## src/hdl/wpm_pkg.sv

```systemverilog
// Shared types, constants and helpers for the wildcard pattern matcher.
// Used by wpm_store, wpm_core and wildcard_pattern_matcher_top; depends on nothing.
`timescale 1ns / 1ps

package wpm_pkg;

    // Default store depths.
    localparam int PATTERN_DEPTH_DEF = 64;
    localparam int SUBJECT_DEPTH_DEF = 256;

    // Request function codes.
    localparam logic [1:0] FUNC_PUSH_PATTERN = 2'd0;
    localparam logic [1:0] FUNC_PUSH_SUBJECT = 2'd1;
    localparam logic [1:0] FUNC_EVALUATE     = 2'd2;

    // Special pattern bytes.
    localparam logic [7:0] CH_STAR     = 8'h2A;
    localparam logic [7:0] CH_QUESTION = 8'h3F;
    localparam logic [7:0] CH_NUL      = 8'h00;

    // Result of one match run, handed from the matcher to the top level.
    typedef struct packed {
        logic done;
        logic matched;
    } match_res_t;

    // Lower ASCII A-Z when folding is enabled.
    function automatic logic [7:0] fold_char(input logic [7:0] c, input logic fold);
        logic [7:0] r;
        r = c;
        if (fold && (c >= 8'h41) && (c <= 8'h5A))
        begin
            r = c + 8'h20;
        end
        return r;
    endfunction

endpackage

```

## src/hdl/wpm_store.sv

```systemverilog
// Byte store with one write port and one registered read port.
// Instantiated twice by the top level for the pattern and subject strings.
`timescale 1ns / 1ps

module wpm_store #(
    parameter int DEPTH = wpm_pkg::PATTERN_DEPTH_DEF,
    parameter int AW    = $clog2(DEPTH)
) (
    input  logic          clk,
    input  logic          we,
    input  logic [AW-1:0] waddr,
    input  logic [7:0]    wdata,
    input  logic [AW-1:0] raddr,
    output logic [7:0]    rdata
);

    logic [7:0] mem [DEPTH];
    logic [7:0] rdata_reg;

    // Write port.
    always_ff @(posedge clk)
    begin
        if (we)
        begin
            mem[waddr] <= wdata;
        end
    end

    // Registered read port.
    always_ff @(posedge clk)
    begin
        rdata_reg <= mem[raddr];
    end

    assign rdata = rdata_reg;

endmodule

```

## src/hdl/wpm_core.sv

```systemverilog
// Match sequencer: walks both stores with one shared byte comparator,
// lazy '*' handling with a single backtrack point. Depends on wpm_pkg.
`timescale 1ns / 1ps

module wpm_core #(
    parameter int PATTERN_DEPTH = wpm_pkg::PATTERN_DEPTH_DEF,
    parameter int SUBJECT_DEPTH = wpm_pkg::SUBJECT_DEPTH_DEF,
    parameter int PW            = $clog2(PATTERN_DEPTH + 2),
    parameter int SW            = $clog2(SUBJECT_DEPTH + 2)
) (
    input  logic                   clk,
    input  logic                   rst_n,
    input  logic                   run,
    input  logic                   fold_case,
    input  logic [PW-1:0]          plen,
    input  logic [SW-1:0]          slen,
    input  logic [7:0]             pdata,
    input  logic [7:0]             sdata,
    output logic [PW-1:0]          pidx,
    output logic [SW-1:0]          sidx,
    output logic                   active,
    output wpm_pkg::match_res_t    res
);

    localparam logic [1:0] S_IDLE  = 2'd0;
    localparam logic [1:0] S_FETCH = 2'd1;
    localparam logic [1:0] S_STEP  = 2'd2;

    logic [1:0]    state_reg, state_next;
    logic [PW-1:0] pi_reg, pi_next;
    logic [SW-1:0] si_reg, si_next;
    logic [PW-1:0] mark_reg, mark_next;
    logic [SW-1:0] resume_reg, resume_next;
    logic          have_mark_reg, have_mark_next;

    logic [7:0]    pc;
    logic [7:0]    sc;
    logic [PW-1:0] pi_inc;
    logic [SW-1:0] si_inc;
    logic          subj_left;
    logic          char_ok;

    // Characters under the two cursors; zero past the end of a string.
    always_comb
    begin
        pc = (pi_reg < plen) ? wpm_pkg::fold_char(pdata, fold_case) : wpm_pkg::CH_NUL;
        sc = (si_reg < slen) ? wpm_pkg::fold_char(sdata, fold_case) : wpm_pkg::CH_NUL;
    end

    assign pi_inc    = pi_reg + PW'(1);
    assign si_inc    = si_reg + SW'(1);
    assign subj_left = (si_reg < slen);
    assign char_ok   = (pc != wpm_pkg::CH_NUL) &&
                       ((pc == sc) || (pc == wpm_pkg::CH_QUESTION));

    // Each match step runs through S_FETCH, which reads both bytes, then S_STEP, which decides.
    always_comb
    begin
        state_next     = state_reg;
        pi_next        = pi_reg;
        si_next        = si_reg;
        mark_next      = mark_reg;
        resume_next    = resume_reg;
        have_mark_next = have_mark_reg;
        res            = '0;
        case (state_reg)
            S_IDLE:
            begin
                if (run)
                begin
                    pi_next        = '0;
                    si_next        = '0;
                    have_mark_next = 1'b0;
                    state_next     = S_FETCH;
                end
            end
            S_FETCH:
            begin
                state_next = S_STEP;
            end
            S_STEP:
            begin
                state_next = S_FETCH;
                if (!subj_left)
                begin
                    // Subject used up: only trailing stars may remain.
                    if (pc == wpm_pkg::CH_STAR)
                    begin
                        pi_next = pi_inc;
                    end
                    else
                    begin
                        res.done    = 1'b1;
                        res.matched = (pi_reg >= plen);
                        state_next  = S_IDLE;
                    end
                end
                else if (pc == wpm_pkg::CH_STAR)
                begin
                    // A star at the pattern end swallows the rest of the subject.
                    pi_next = pi_inc;
                    if (pi_inc >= plen)
                    begin
                        res.done    = 1'b1;
                        res.matched = 1'b1;
                        state_next  = S_IDLE;
                    end
                    else
                    begin
                        mark_next      = pi_inc;
                        resume_next    = si_inc;
                        have_mark_next = 1'b1;
                    end
                end
                else if (char_ok)
                begin
                    pi_next = pi_inc;
                    si_next = si_inc;
                end
                else if (!have_mark_reg)
                begin
                    res.done    = 1'b1;
                    res.matched = 1'b0;
                    state_next  = S_IDLE;
                end
                else
                begin
                    // Let the last star absorb one more subject byte.
                    pi_next     = mark_reg;
                    si_next     = resume_reg;
                    resume_next = resume_reg + SW'(1);
                end
            end
            default:
            begin
                state_next = S_IDLE;
            end
        endcase
    end

    // Sequencer registers.
    always_ff @(posedge clk or negedge rst_n)
    begin
        if (!rst_n)
        begin
            state_reg     <= S_IDLE;
            have_mark_reg <= 1'b0;
        end
        else
        begin
            state_reg     <= state_next;
            have_mark_reg <= have_mark_next;
        end
    end

    // Cursor registers.
    always_ff @(posedge clk)
    begin
        pi_reg     <= pi_next;
        si_reg     <= si_next;
        mark_reg   <= mark_next;
        resume_reg <= resume_next;
    end

    assign pidx   = pi_reg;
    assign sidx   = si_reg;
    assign active = (state_reg != S_IDLE);

    // A new run is only requested while the sequencer is idle.
    a_run_when_idle: assert property (@(posedge clk) disable iff (!rst_n)
        run |-> (state_reg == S_IDLE))
        else $error("match run requested while sequencer busy");

    // Every result returns the sequencer to idle.
    a_done_to_idle: assert property (@(posedge clk) disable iff (!rst_n)
        res.done |=> (state_reg == S_IDLE))
        else $error("sequencer did not return to idle after a result");

    // A result only comes from the decide step.
    a_done_in_step: assert property (@(posedge clk) disable iff (!rst_n)
        res.done |-> ($past(state_reg) == S_FETCH))
        else $error("result produced without a preceding fetch");

    // The backtrack point always lies inside the pattern.
    a_mark_in_range: assert property (@(posedge clk) disable iff (!rst_n)
        ((state_reg == S_STEP) && have_mark_reg) |-> (mark_reg < plen))
        else $error("backtrack mark outside the pattern");

endmodule

```

## src/hdl/wildcard_pattern_matcher_top.sv

```systemverilog
// Top level of the wildcard pattern matcher: load logic, lengths, overflow,
// result registers. Depends on wpm_pkg, wpm_store and wpm_core.
//
//  Channel   Signals                          Direction  Handshake
//  request   start, func, char_code / busy    in         start & !busy
//  result    done, matched, status            out        done strobe, one cycle
//  config    cfg_valid, cfg_data / cfg_ready  in         cfg_valid & cfg_ready
//
// A pattern or subject byte load leaves busy low.
// An evaluate request runs the match sequencer step by step; each step is one
// store read and one compare in the shared comparator, and the result is
// registered after the last step. A step advances the cursors or backtracks,
// so the number of steps grows with pattern length times subject length in the
// worst case. With an overflow pending the result comes on the next cycle.
// Reset clears lengths, overflow, done and fold_case; the stores need no clearing.
// The receiver cannot stall: done is high for exactly one cycle per evaluate.
`timescale 1ns / 1ps

module wildcard_pattern_matcher_top #(
    parameter int PATTERN_DEPTH = wpm_pkg::PATTERN_DEPTH_DEF,
    parameter int SUBJECT_DEPTH = wpm_pkg::SUBJECT_DEPTH_DEF
) (
    input  logic       clk,
    input  logic       rst_n,
    input  logic       start,
    output logic       busy,
    input  logic [1:0] func,
    input  logic [7:0] char_code,
    output logic       done,
    output logic       matched,
    output logic       status,
    input  logic       cfg_valid,
    output logic       cfg_ready,
    input  logic       cfg_data
);

    localparam int PW  = $clog2(PATTERN_DEPTH + 2);
    localparam int SW  = $clog2(SUBJECT_DEPTH + 2);
    localparam int PAW = $clog2(PATTERN_DEPTH);
    localparam int SAW = $clog2(SUBJECT_DEPTH);

    logic          fold_case_reg;
    logic [PW-1:0] plen_reg, plen_next;
    logic [SW-1:0] slen_reg, slen_next;
    logic          ovf_reg, ovf_next;
    logic          done_reg, done_next;
    logic          matched_reg, matched_next;
    logic          status_reg, status_next;

    logic          accept;
    logic          push_p, push_s, eval_req;
    logic          p_full, s_full;
    logic          run;
    logic          core_active;
    logic [PW-1:0] pidx;
    logic [SW-1:0] sidx;
    logic [7:0]    pdata, sdata;
    wpm_pkg::match_res_t core_res;

    // Request decode.
    assign accept   = start && !busy;
    assign push_p   = accept && (func == wpm_pkg::FUNC_PUSH_PATTERN) &&
                      (char_code != wpm_pkg::CH_NUL);
    assign push_s   = accept && (func == wpm_pkg::FUNC_PUSH_SUBJECT) &&
                      (char_code != wpm_pkg::CH_NUL);
    assign eval_req = accept && (func == wpm_pkg::FUNC_EVALUATE);
    assign p_full   = (plen_reg == PW'(PATTERN_DEPTH));
    assign s_full   = (slen_reg == SW'(SUBJECT_DEPTH));
    assign run      = eval_req && !ovf_reg;

    // Lengths, overflow flag and result registers.
    always_comb
    begin
        plen_next    = plen_reg;
        slen_next    = slen_reg;
        ovf_next     = ovf_reg;
        done_next    = 1'b0;
        matched_next = matched_reg;
        status_next  = status_reg;
        if (push_p)
        begin
            if (p_full)
            begin
                ovf_next = 1'b1;
            end
            else
            begin
                plen_next = plen_reg + PW'(1);
            end
        end
        if (push_s)
        begin
            if (s_full)
            begin
                ovf_next = 1'b1;
            end
            else
            begin
                slen_next = slen_reg + SW'(1);
            end
        end
        if (eval_req && ovf_reg)
        begin
            done_next    = 1'b1;
            matched_next = 1'b0;
            status_next  = 1'b1;
            plen_next    = '0;
            slen_next    = '0;
            ovf_next     = 1'b0;
        end
        if (core_res.done)
        begin
            done_next    = 1'b1;
            matched_next = core_res.matched;
            status_next  = 1'b0;
            plen_next    = '0;
            slen_next    = '0;
            ovf_next     = 1'b0;
        end
    end

    always_ff @(posedge clk or negedge rst_n)
    begin
        if (!rst_n)
        begin
            fold_case_reg <= 1'b0;
            plen_reg      <= '0;
            slen_reg      <= '0;
            ovf_reg       <= 1'b0;
            done_reg      <= 1'b0;
        end
        else
        begin
            if (cfg_valid && cfg_ready)
            begin
                fold_case_reg <= cfg_data;
            end
            plen_reg <= plen_next;
            slen_reg <= slen_next;
            ovf_reg  <= ovf_next;
            done_reg <= done_next;
        end
    end

    always_ff @(posedge clk)
    begin
        matched_reg <= matched_next;
        status_reg  <= status_next;
    end

    // Pattern and subject stores.
    wpm_store #(
        .DEPTH (PATTERN_DEPTH),
        .AW    (PAW)
    ) u_pat_store (
        .clk   (clk),
        .we    (push_p && !p_full),
        .waddr (plen_reg[PAW-1:0]),
        .wdata (char_code),
        .raddr (pidx[PAW-1:0]),
        .rdata (pdata)
    );

    wpm_store #(
        .DEPTH (SUBJECT_DEPTH),
        .AW    (SAW)
    ) u_subj_store (
        .clk   (clk),
        .we    (push_s && !s_full),
        .waddr (slen_reg[SAW-1:0]),
        .wdata (char_code),
        .raddr (sidx[SAW-1:0]),
        .rdata (sdata)
    );

    // Match sequencer.
    wpm_core #(
        .PATTERN_DEPTH (PATTERN_DEPTH),
        .SUBJECT_DEPTH (SUBJECT_DEPTH),
        .PW            (PW),
        .SW            (SW)
    ) u_core (
        .clk       (clk),
        .rst_n     (rst_n),
        .run       (run),
        .fold_case (fold_case_reg),
        .plen      (plen_reg),
        .slen      (slen_reg),
        .pdata     (pdata),
        .sdata     (sdata),
        .pidx      (pidx),
        .sidx      (sidx),
        .active    (core_active),
        .res       (core_res)
    );

    assign busy      = core_active;
    assign cfg_ready = !core_active;
    assign done      = done_reg;
    assign matched   = matched_reg;
    assign status    = status_reg;

endmodule
```

## config.mk

```make
export PLATFORM = sky130hd
export DESIGN_NAME = wildcard_pattern_matcher_top
export DESIGN_NICKNAME = d
export VERILOG_FILES = /design/src/hdl/wpm_pkg.sv /design/src/hdl/wpm_store.sv /design/src/hdl/wpm_core.sv /design/src/hdl/wildcard_pattern_matcher_top.sv
export SDC_FILE = /design/constraint.sdc
export NUM_CORES = 2
export LEC_CHECK = 0
export ABC_AREA = 0
export BUFFER_PORTS_ARGS = -buffer_cell sky130_fd_sc_hd__buf_2
export CAP_MARGIN = 15
export CORE_MARGIN = 8
export CORE_UTILIZATION = 59
export CTS_BUF_LIST = sky130_fd_sc_hd__clkbuf_4
export DETAILED_ROUTE_END_ITERATION = 10
export GPL_ROUTABILITY_DRIVEN = 0
export GPL_TIMING_DRIVEN = 1
export PLACE_DENSITY = 0.78
export SLEW_MARGIN = 20
export SYNTH_ARGS = -nofsm -noshare
export SYNTH_HDL_FRONTEND = slang
export SYNTH_SLANG_ARGS = --single-unit
```

## constraint.sdc

```tcl
create_clock -name clk -period 4.3 [get_ports clk]
set_clock_uncertainty 0.05 [all_clocks]
set_input_delay 0.215 -clock clk [delete_from_list [all_inputs] [get_ports clk]]
set_output_delay 0.215 -clock clk [all_outputs]
set_load 0.03 [all_outputs]
```

After elaboration in Yosys (flattened, before gate mapping)
Memories as Yosys holds them, arrays and structs flattened. A register that Yosys moved wholly into a read port is not among the register bits.
Index checks and enable logic that the tools add are counted.
{"block": "word_totals", "output_inout_bits": 5, "word_cells": 153, "input_bits": 15, "ram_bits": 2560, "register_bits": 56, "n_memories": 2}
{"memory": "u_subj_store.mem", "words": 256, "width": 8, "rd": 1, "rd_ports_with_merged_regs": 1, "write_ports": 1, "line": "wpm_store.sv:17", "rtl": "logic [7:0] mem [DEPTH];"}
{"memory": "u_pat_store.mem", "words": 64, "width": 8, "rd": 1, "rd_ports_with_merged_regs": 1, "write_ports": 1, "line": "wpm_store.sv:17"}
{"block": "op_classes", "n_mux": 63, "eq_ne": 21, "reduce_logical": 38, "bitwise_logic": 1, "magnitude_cmp": 8, "addsub": 7}
{"operator": "2-to-1 mux 9 bit", "count": 13}
{"operator": "2-to-1 mux 7 bit", "count": 10}
{"operator": "2-to-1 mux 8 bit", "count": 4}
{"operator": "adder 9 x 1 -> 9 bit (second input constant)", "count": 3}
{"operator": "2-to-1 mux 2 bit", "count": 11}
{"operator": "2-to-1 mux 1 bit", "count": 21}
{"operator": "case mux 9 bit (2 select lines)", "count": 1}
{"operator": "adder 8 x 6 -> 8 bit (second input constant)", "count": 2}
{"operator": "== test 8 x 6 -> 1 bit (second input constant)", "count": 2}
{"operator": "greater-or-equal comparator 8 x 7 -> 1 bit (second input constant)", "count": 2}
{"operator": "<= comparator 8 x 7 -> 1 bit (second input constant)", "count": 2}
{"operator": "logical AND 1 bit", "count": 16}
{"operator": "nonzero test 8 bit", "count": 2}
{"operator": "AND reduction 5 bit", "count": 3}
{"operator": "adder 7 x 1 -> 7 bit (second input constant)", "count": 2}
{"operator": "greater-or-equal comparator 7 bit", "count": 2}
{"operator": "case mux 7 bit (2 select lines)", "count": 1}
{"operator": "!= test 3 x 1 -> 1 bit (second input constant)", "count": 4}
{"operator": "!= test 2 bit (second input constant)", "count": 5}
{"operator": "== test 9 bit (second input constant)", "count": 1}
{"operator": "< comparator 9 bit", "count": 1}
{"operator": "== test 8 bit", "count": 1}
{"operator": "AND reduction 4 bit", "count": 2}
{"operator": "nonzero test 2 bit", "count": 4}
{"operator": "14 further kinds", "count": 23}

Depth between registers and ports, before layout
{"block": "depth", "depth_word": 14, "ltp_mapped": 15}

Modules after synthesis
Synthesis repeated with hierarchy kept, for this count alone.
{"block": "hier_totals", "cells_unflattened": 5116, "hier_area_um2": 103939.7}
{"mod": "wpm_store (u_subj_store)", "seq_area_each_um2": 61659.1, "area_per_inst_um2": 79556.3, "instances": 1, "cells_each": 3733}
{"mod": "wpm_store (u_pat_store)", "seq_area_each_um2": 15534.9, "area_per_inst_um2": 20166.8, "instances": 1, "cells_each": 940}
{"mod": "wpm_core", "seq_area_each_um2": 1036.0, "area_per_inst_um2": 2977.9, "instances": 1, "cells_each": 319}
{"mod": "wildcard_pattern_matcher_top", "seq_area_each_um2": 525.5, "area_per_inst_um2": 1238.7, "instances": 1, "cells_each": 124}

Least setup slack after synthesis
OpenSTA, ideal clock, no wires.
{"block": "synth_path", "kind": "reg2reg", "startpoint": "register u_core.pi_reg[0] (netlist: u_core.pidx[0])", "endpoint": "register u_core.si_reg[0] (netlist: u_core.sidx[0]), enable pin", "path_buffers": 4, "t_arrival_ps": 3743, "stages_incl_launch_ff": 15, "path_slack_ps": 116, "setup_ps": 392, "cell_sequence": "edfxtp_1 > clkbuf_1 > clkbuf_1 > clkbuf_1 > inv_1 > ha_1 > nand3b_1 > a211o_1 > nand2_1 > nor2_1 > o32ai_1 > o211a_1 > buf_4 > nor2_1 > a221oi_1"}
{"block": "synth_via", "elab_chain_len": 7, "elab_cells_between_ends": 11}
{"element": "start: declaration", "line": "wpm_core.sv:30", "rtl": "logic [PW-1:0] pi_reg, pi_next;"}
{"element": "start signal: assignment", "line": "wpm_core.sv:159", "rtl": "pi_reg <= pi_next;"}
{"element": "< comparator 7 bit *", "line": "wpm_core.sv:46", "rtl": "pc = (pi_reg < plen) ? wpm_pkg::fold_char(pdata, fold_case) : wpm_pkg::CH_NUL;"}
{"element": "2-to-1 mux 8 bit *", "line": "wpm_core.sv:46"}
{"element": "== test 8 bit or == test 8 x 6 -> 1 bit (tied branches)", "line": "wpm_core.sv:54", "rtl": "((pc == sc) || (pc == wpm_pkg::CH_QUESTION));"}
{"element": "logical OR 1 bit", "line": "wpm_core.sv:54"}
{"element": "logical AND 1 bit", "line": "wpm_core.sv:53", "rtl": "assign char_ok = (pc != wpm_pkg::CH_NUL) &&"}
{"element": "!= test 3 x 1 -> 1 bit (no line)"}
{"element": "AND reduction 5 bit (no line) *"}
{"element": "end signal: assignment", "line": "wpm_core.sv:160", "rtl": "si_reg <= si_next;"}
{"element": "end: declaration", "line": "wpm_core.sv:31", "rtl": "logic [SW-1:0] si_reg, si_next;"}
Mark *: on every way between the ends. The rest lies on a longest branch, timed or not.
A chain may end at the register's enable or synchronous reset.

Worst setup path in the final report
{"block": "layout_path", "startpoint": "register u_core.state_reg[1]", "endpoint": "memory u_subj_store.mem[28][0], enable pin"}
{"block": "layout_via", "elab_chain_len": 8}
{"element": "start: declaration", "line": "wpm_core.sv:29", "rtl": "logic [1:0] state_reg, state_next;"}
{"element": "start signal: assignment", "line": "wpm_core.sv:151", "rtl": "state_reg <= state_next;"}
{"element": "nonzero test 2 bit", "line": "wpm_core.sv:167", "rtl": "assign active = (state_reg != S_IDLE);"}
{"element": "logical NOT 1 bit", "line": "wildcard_pattern_matcher_top.sv:61", "rtl": "assign accept = start && !busy;"}
{"element": "logical AND 1 bit", "line": "wildcard_pattern_matcher_top.sv:61"}
{"element": "logical AND 1 bit (2 in series)", "line": "wildcard_pattern_matcher_top.sv:64", "rtl": "assign push_s = accept && (func == wpm_pkg::FUNC_PUSH_SUBJECT) &&"}
{"element": "logical AND 1 bit", "line": "wildcard_pattern_matcher_top.sv:169", "rtl": ".we (push_s && !s_full),"}
{"element": "2-to-1 mux 1 bit", "line": "wpm_store.sv:23", "rtl": "if (we)"}
{"element": "2-to-1 mux 1 bit (not written as such)", "line": "wpm_store.sv:25", "rtl": "mem[waddr] <= wdata;"}
{"element": "end: declaration", "line": "wpm_store.sv:17"}
No other way between the ends.

==> results_dict.tcl <==
set metrics [dict create \
    drt-wirelength-per-cell_um 30.11 \
    first_iter_violations 6452 \
    cts_made_buffers 645 \
    path_cells "or4b_1, a21oi_1, dlygate4sd3_1, and3_1, nand4_1, buf_4, nor2_1" \
    use_met1_pct 34.65 \
    cp.arrival_ps 5050 \
    syn_inst 4492 \
    numPortBuffers 19 \
    hold_path_end "u_subj_store.mem[21][3]$_DFFE_PP_" \
    clk_latency_ps 1370 \
    cts_tree "yes" \
    grt_util_met3_pct 7.563 \
    die_h_um 433.6 \
    whs_path_depth 3 \
    largest_reg_flops 2048 \
    synth_area_per_cell_um2 22.91 \
    final_util_pct 66.03 \
    synth_top_cell_by_area "edfxtp_1" \
    worstSetupEndpointType "flop" \
    grt_use_met2_pct 38.54 \
    p_int_w 0.03875 \
    io_pins 20 \
    max_slew_margin_pct 20.99 \
    leakage_nw 36.04 \
    ys.flop_type "edfxtp_1" \
    finalNonFillerCells 7846 \
    reg2reg_to "u_subj_store.mem[28][0]$_DFFE_PP_" \
    combPwrFrac_pct 2.2 \
    cts_sinks 2632 \
    p_clk_share_pct 40.1 \
    h-tree-depth 6 \
    reg_top3 "u_subj_store.mem (2048), u_pat_store.mem (512)" \
    r2r_cells 7 \
    hold_path.startpoint "char_code[3]" \
    p_switching_w 0.01034 \
    synthTopCellsByArea "edfxtp_1, mux4_2, nor2_1" \
    cts_buffer_depth 4 \
    synth-seq-area-share_pct 76.54 \
    num_vias 51150 \
    path_clk_slew_ps 70 \
    yosysWarnings 0 \
    status "completed" \
    grt_pass1_wl_um 346700 \
    grt_max_degree 209 \
    synth_area_mm2 0.1029 \
    maxSlewViolCount 0 \
    grt_usage_pct 25.15 \
    grt-ovfl-total 0 \
    via_per_inst 6.519 \
    initial_core_util_pct 59.26 \
    drt-pass1-iter-count 6 \
    r2r_slack_ps 90 \
    pwr-share-seq_pct 57.6 \
    coreArea_mm2 0.1736 \
    fin_crit_sh_pct 98.01 \
    start_kind "flop" \
    crit_family "simple AND/OR/NAND/NOR gates" \
    synth_cell_type_count 64 \
    mostFrequentLayoutCell "edfxtp_1" \
    path_buf_inv 2 \
    critPathRequiredTime_ps 5140 \
    final_nets 5151 \
    vdd_ir_drop_max_mv 0.3137 \
    max_freq_mhz 237.3 \
    drive_gt1_share_pct 36.57 \
    hold_viol_final 0 \
    async_flop_share_pct 0.8359 \
    die_area_mm2 0.1880 \
    netSwitchingFraction_pct 21.06 \
    worst_slack_ps 85.64 \
    die_w_um 433.6 \
    worstSetupPathType "reg2reg" \
    dp_cells 6742 \
    worst-path-max-fanout 11 \
    timing.hold.ws_ps 188.4 \
    layout_common_cells "edfxtp_1, clkbuf_4, mux4_2" \
    regMostFlops "u_subj_store.mem" \
    timing.rr.start "u_core.state_reg[1]$_DFFE_PN0N_" \
    cpPeakStageDelay_ps 830 \
    fin_crit_ps 4214 \
    grt.busiest_layer "met2" \
    cp_slowest_cell "nor2_1" \
    syn_to_final_growth_pct 11.42 \
    clock-root-buffer "clkbuf_4" \
    post-place-ws_ps 487.5 \
    drt-total-wl_um 236200 \
    cap_violations 0 \
    num_rows 153 \
    power-per-cell-area_mw_per_mm2 428.2 \
    hold_class "in2reg" \
    antenna_found_initial 8 \
    grt_pass1_vias 52510 \
    post-route-drc-count 0 \
    max_slew.worst_pin.slew_ps 1181 \
    hpwl_um 140100 \
    rsz0062_at_grt "no" \
    setup_viol_count_final 0 \
    syn_nets 4540 \
    synth.top_cell.area_share_pct 75.67 \
    postRouteAntennaNets 0 \
    synth_edf_count 2593 \
    ys_ff_latch 2632 \
]
routing by layer:
metal | vias up | part of all wire, %
met5 | - | 0.023
met4 | 8 | 3.8
met3 | 490 | 11
met2 | 3346 | 48
met1 | 26580 | 37
li1 | 20720 | -
cells in the mapped netlist (3+ instances only):
cell type     n
edfxtp_1   2593
mux4_2      838
nor2_1      350
clkbuf_1    143
buf_2        65
nand2_1      51
nand3_1      47
buf_1        33
ha_1         33
xnor2_1      25
a21oi_1      22
dfrtp_1      22
inv_1        22
nand4_1      21
nor3_1       20
o21ai_0      20
a311oi_1     17
dfxtp_1      17
buf_4        12
xor2_1       12
o31ai_1      11
a22oi_1      10
buf_6         8
nor2b_1       8
and3_1        7
mux2i_1       7
or3_1         6
and2_1        5
a211o_1       4
a211oi_1      4
a31o_2        4
nand2b_1      4
nor4_1        4
o211ai_1      4
a31oi_1       3
nand3b_1      3
worst min-delay path, delay by kind of cell:
kind	cells	cell delay, ps
buffers and inverters	3	1050
power by group through the flow:
stage | registers, W | clock network, W | logic [W]
floorplan | 0.0288 | 0 | 0.000398
global placement | 0.0288 | 0 | 0.00100
detailed placement | 0.0288 | 0 | 0.00105
CTS | 0.0283 | 0.0201 | 0.00108
global route | 0.0283 | 0.0213 | 0.00117
finish | 0.0283 | 0.0197 | 0.00110
how the worst max path moves through the flow:
stage | start | end | depth (start not counted)
2_1_floorplan | u_core.pidx[0]$_SDFFCE_PN0P_ | u_core.sidx[0]$_SDFFCE_PN0P_ | 14
3_3_place_gp | char_code[1] | u_subj_store.mem[51][0]$_DFFE_PP_ | 8
3_5_place_dp | slen_reg[2]$_DFFE_PN0P_ | u_core.sidx[0]$_SDFFCE_PN0P_ | 12
4_1_cts | u_core.state_reg[1]$_DFFE_PN0N_ | u_subj_store.mem[193][5]$_DFFE_PP_ | 8
5_1_grt | u_core.state_reg[1]$_DFFE_PN0N_ | u_subj_store.mem[113][7]$_DFFE_PP_ | 8
6_report | u_core.state_reg[1]$_DFFE_PN0N_ | u_subj_store.mem[28][0]$_DFFE_PP_ | 7
repair_timing:
item	4_1_cts	5_1_grt
hold buffers	35	1
endpoints found under the hold margin	1917	43
setup endpoints to repair	0	61
setup buffers	0	0
resized for setup	0	10
cell families after synthesis:
group	count (synthesis)	share of synthesized area (%)
DFF	2632	76.54
and+or+nand+nor	539	2.265
AOI/OAI and AO/OA	121	0.8390
xor gates and xnor gates	37	0.3149
buffers and inverters	283	1.213
adders and majority gates	33	0.4013
muxes	847	18.43
stage by stage:
stage                     setup TNS (ps)  power (W)  cell area [um^2]
after global routing                   0    0.05075            114600
after floorplan                        0    0.02920            102900
final                                  0    0.04909            114700
after global placement            -48150    0.02984            106500
after CTS                              0    0.04945            114500
after detailed placement               0    0.02989            106500
cell type report:
type / instances / area (um^2)
clock inverter: 159 / 915.9
multi-input combinational: 1577 / 23000
inverter: 22 / 82.58
fill: 10640 / 58980
sequential: 2632 / 78760
timing repair buffer: 225 / 2228
clock buffer: 898 / 6741
tap: 2325 / 2909
antenna: 8 / 20.02
No activity file was read; power rests on OpenSTA's default activity.
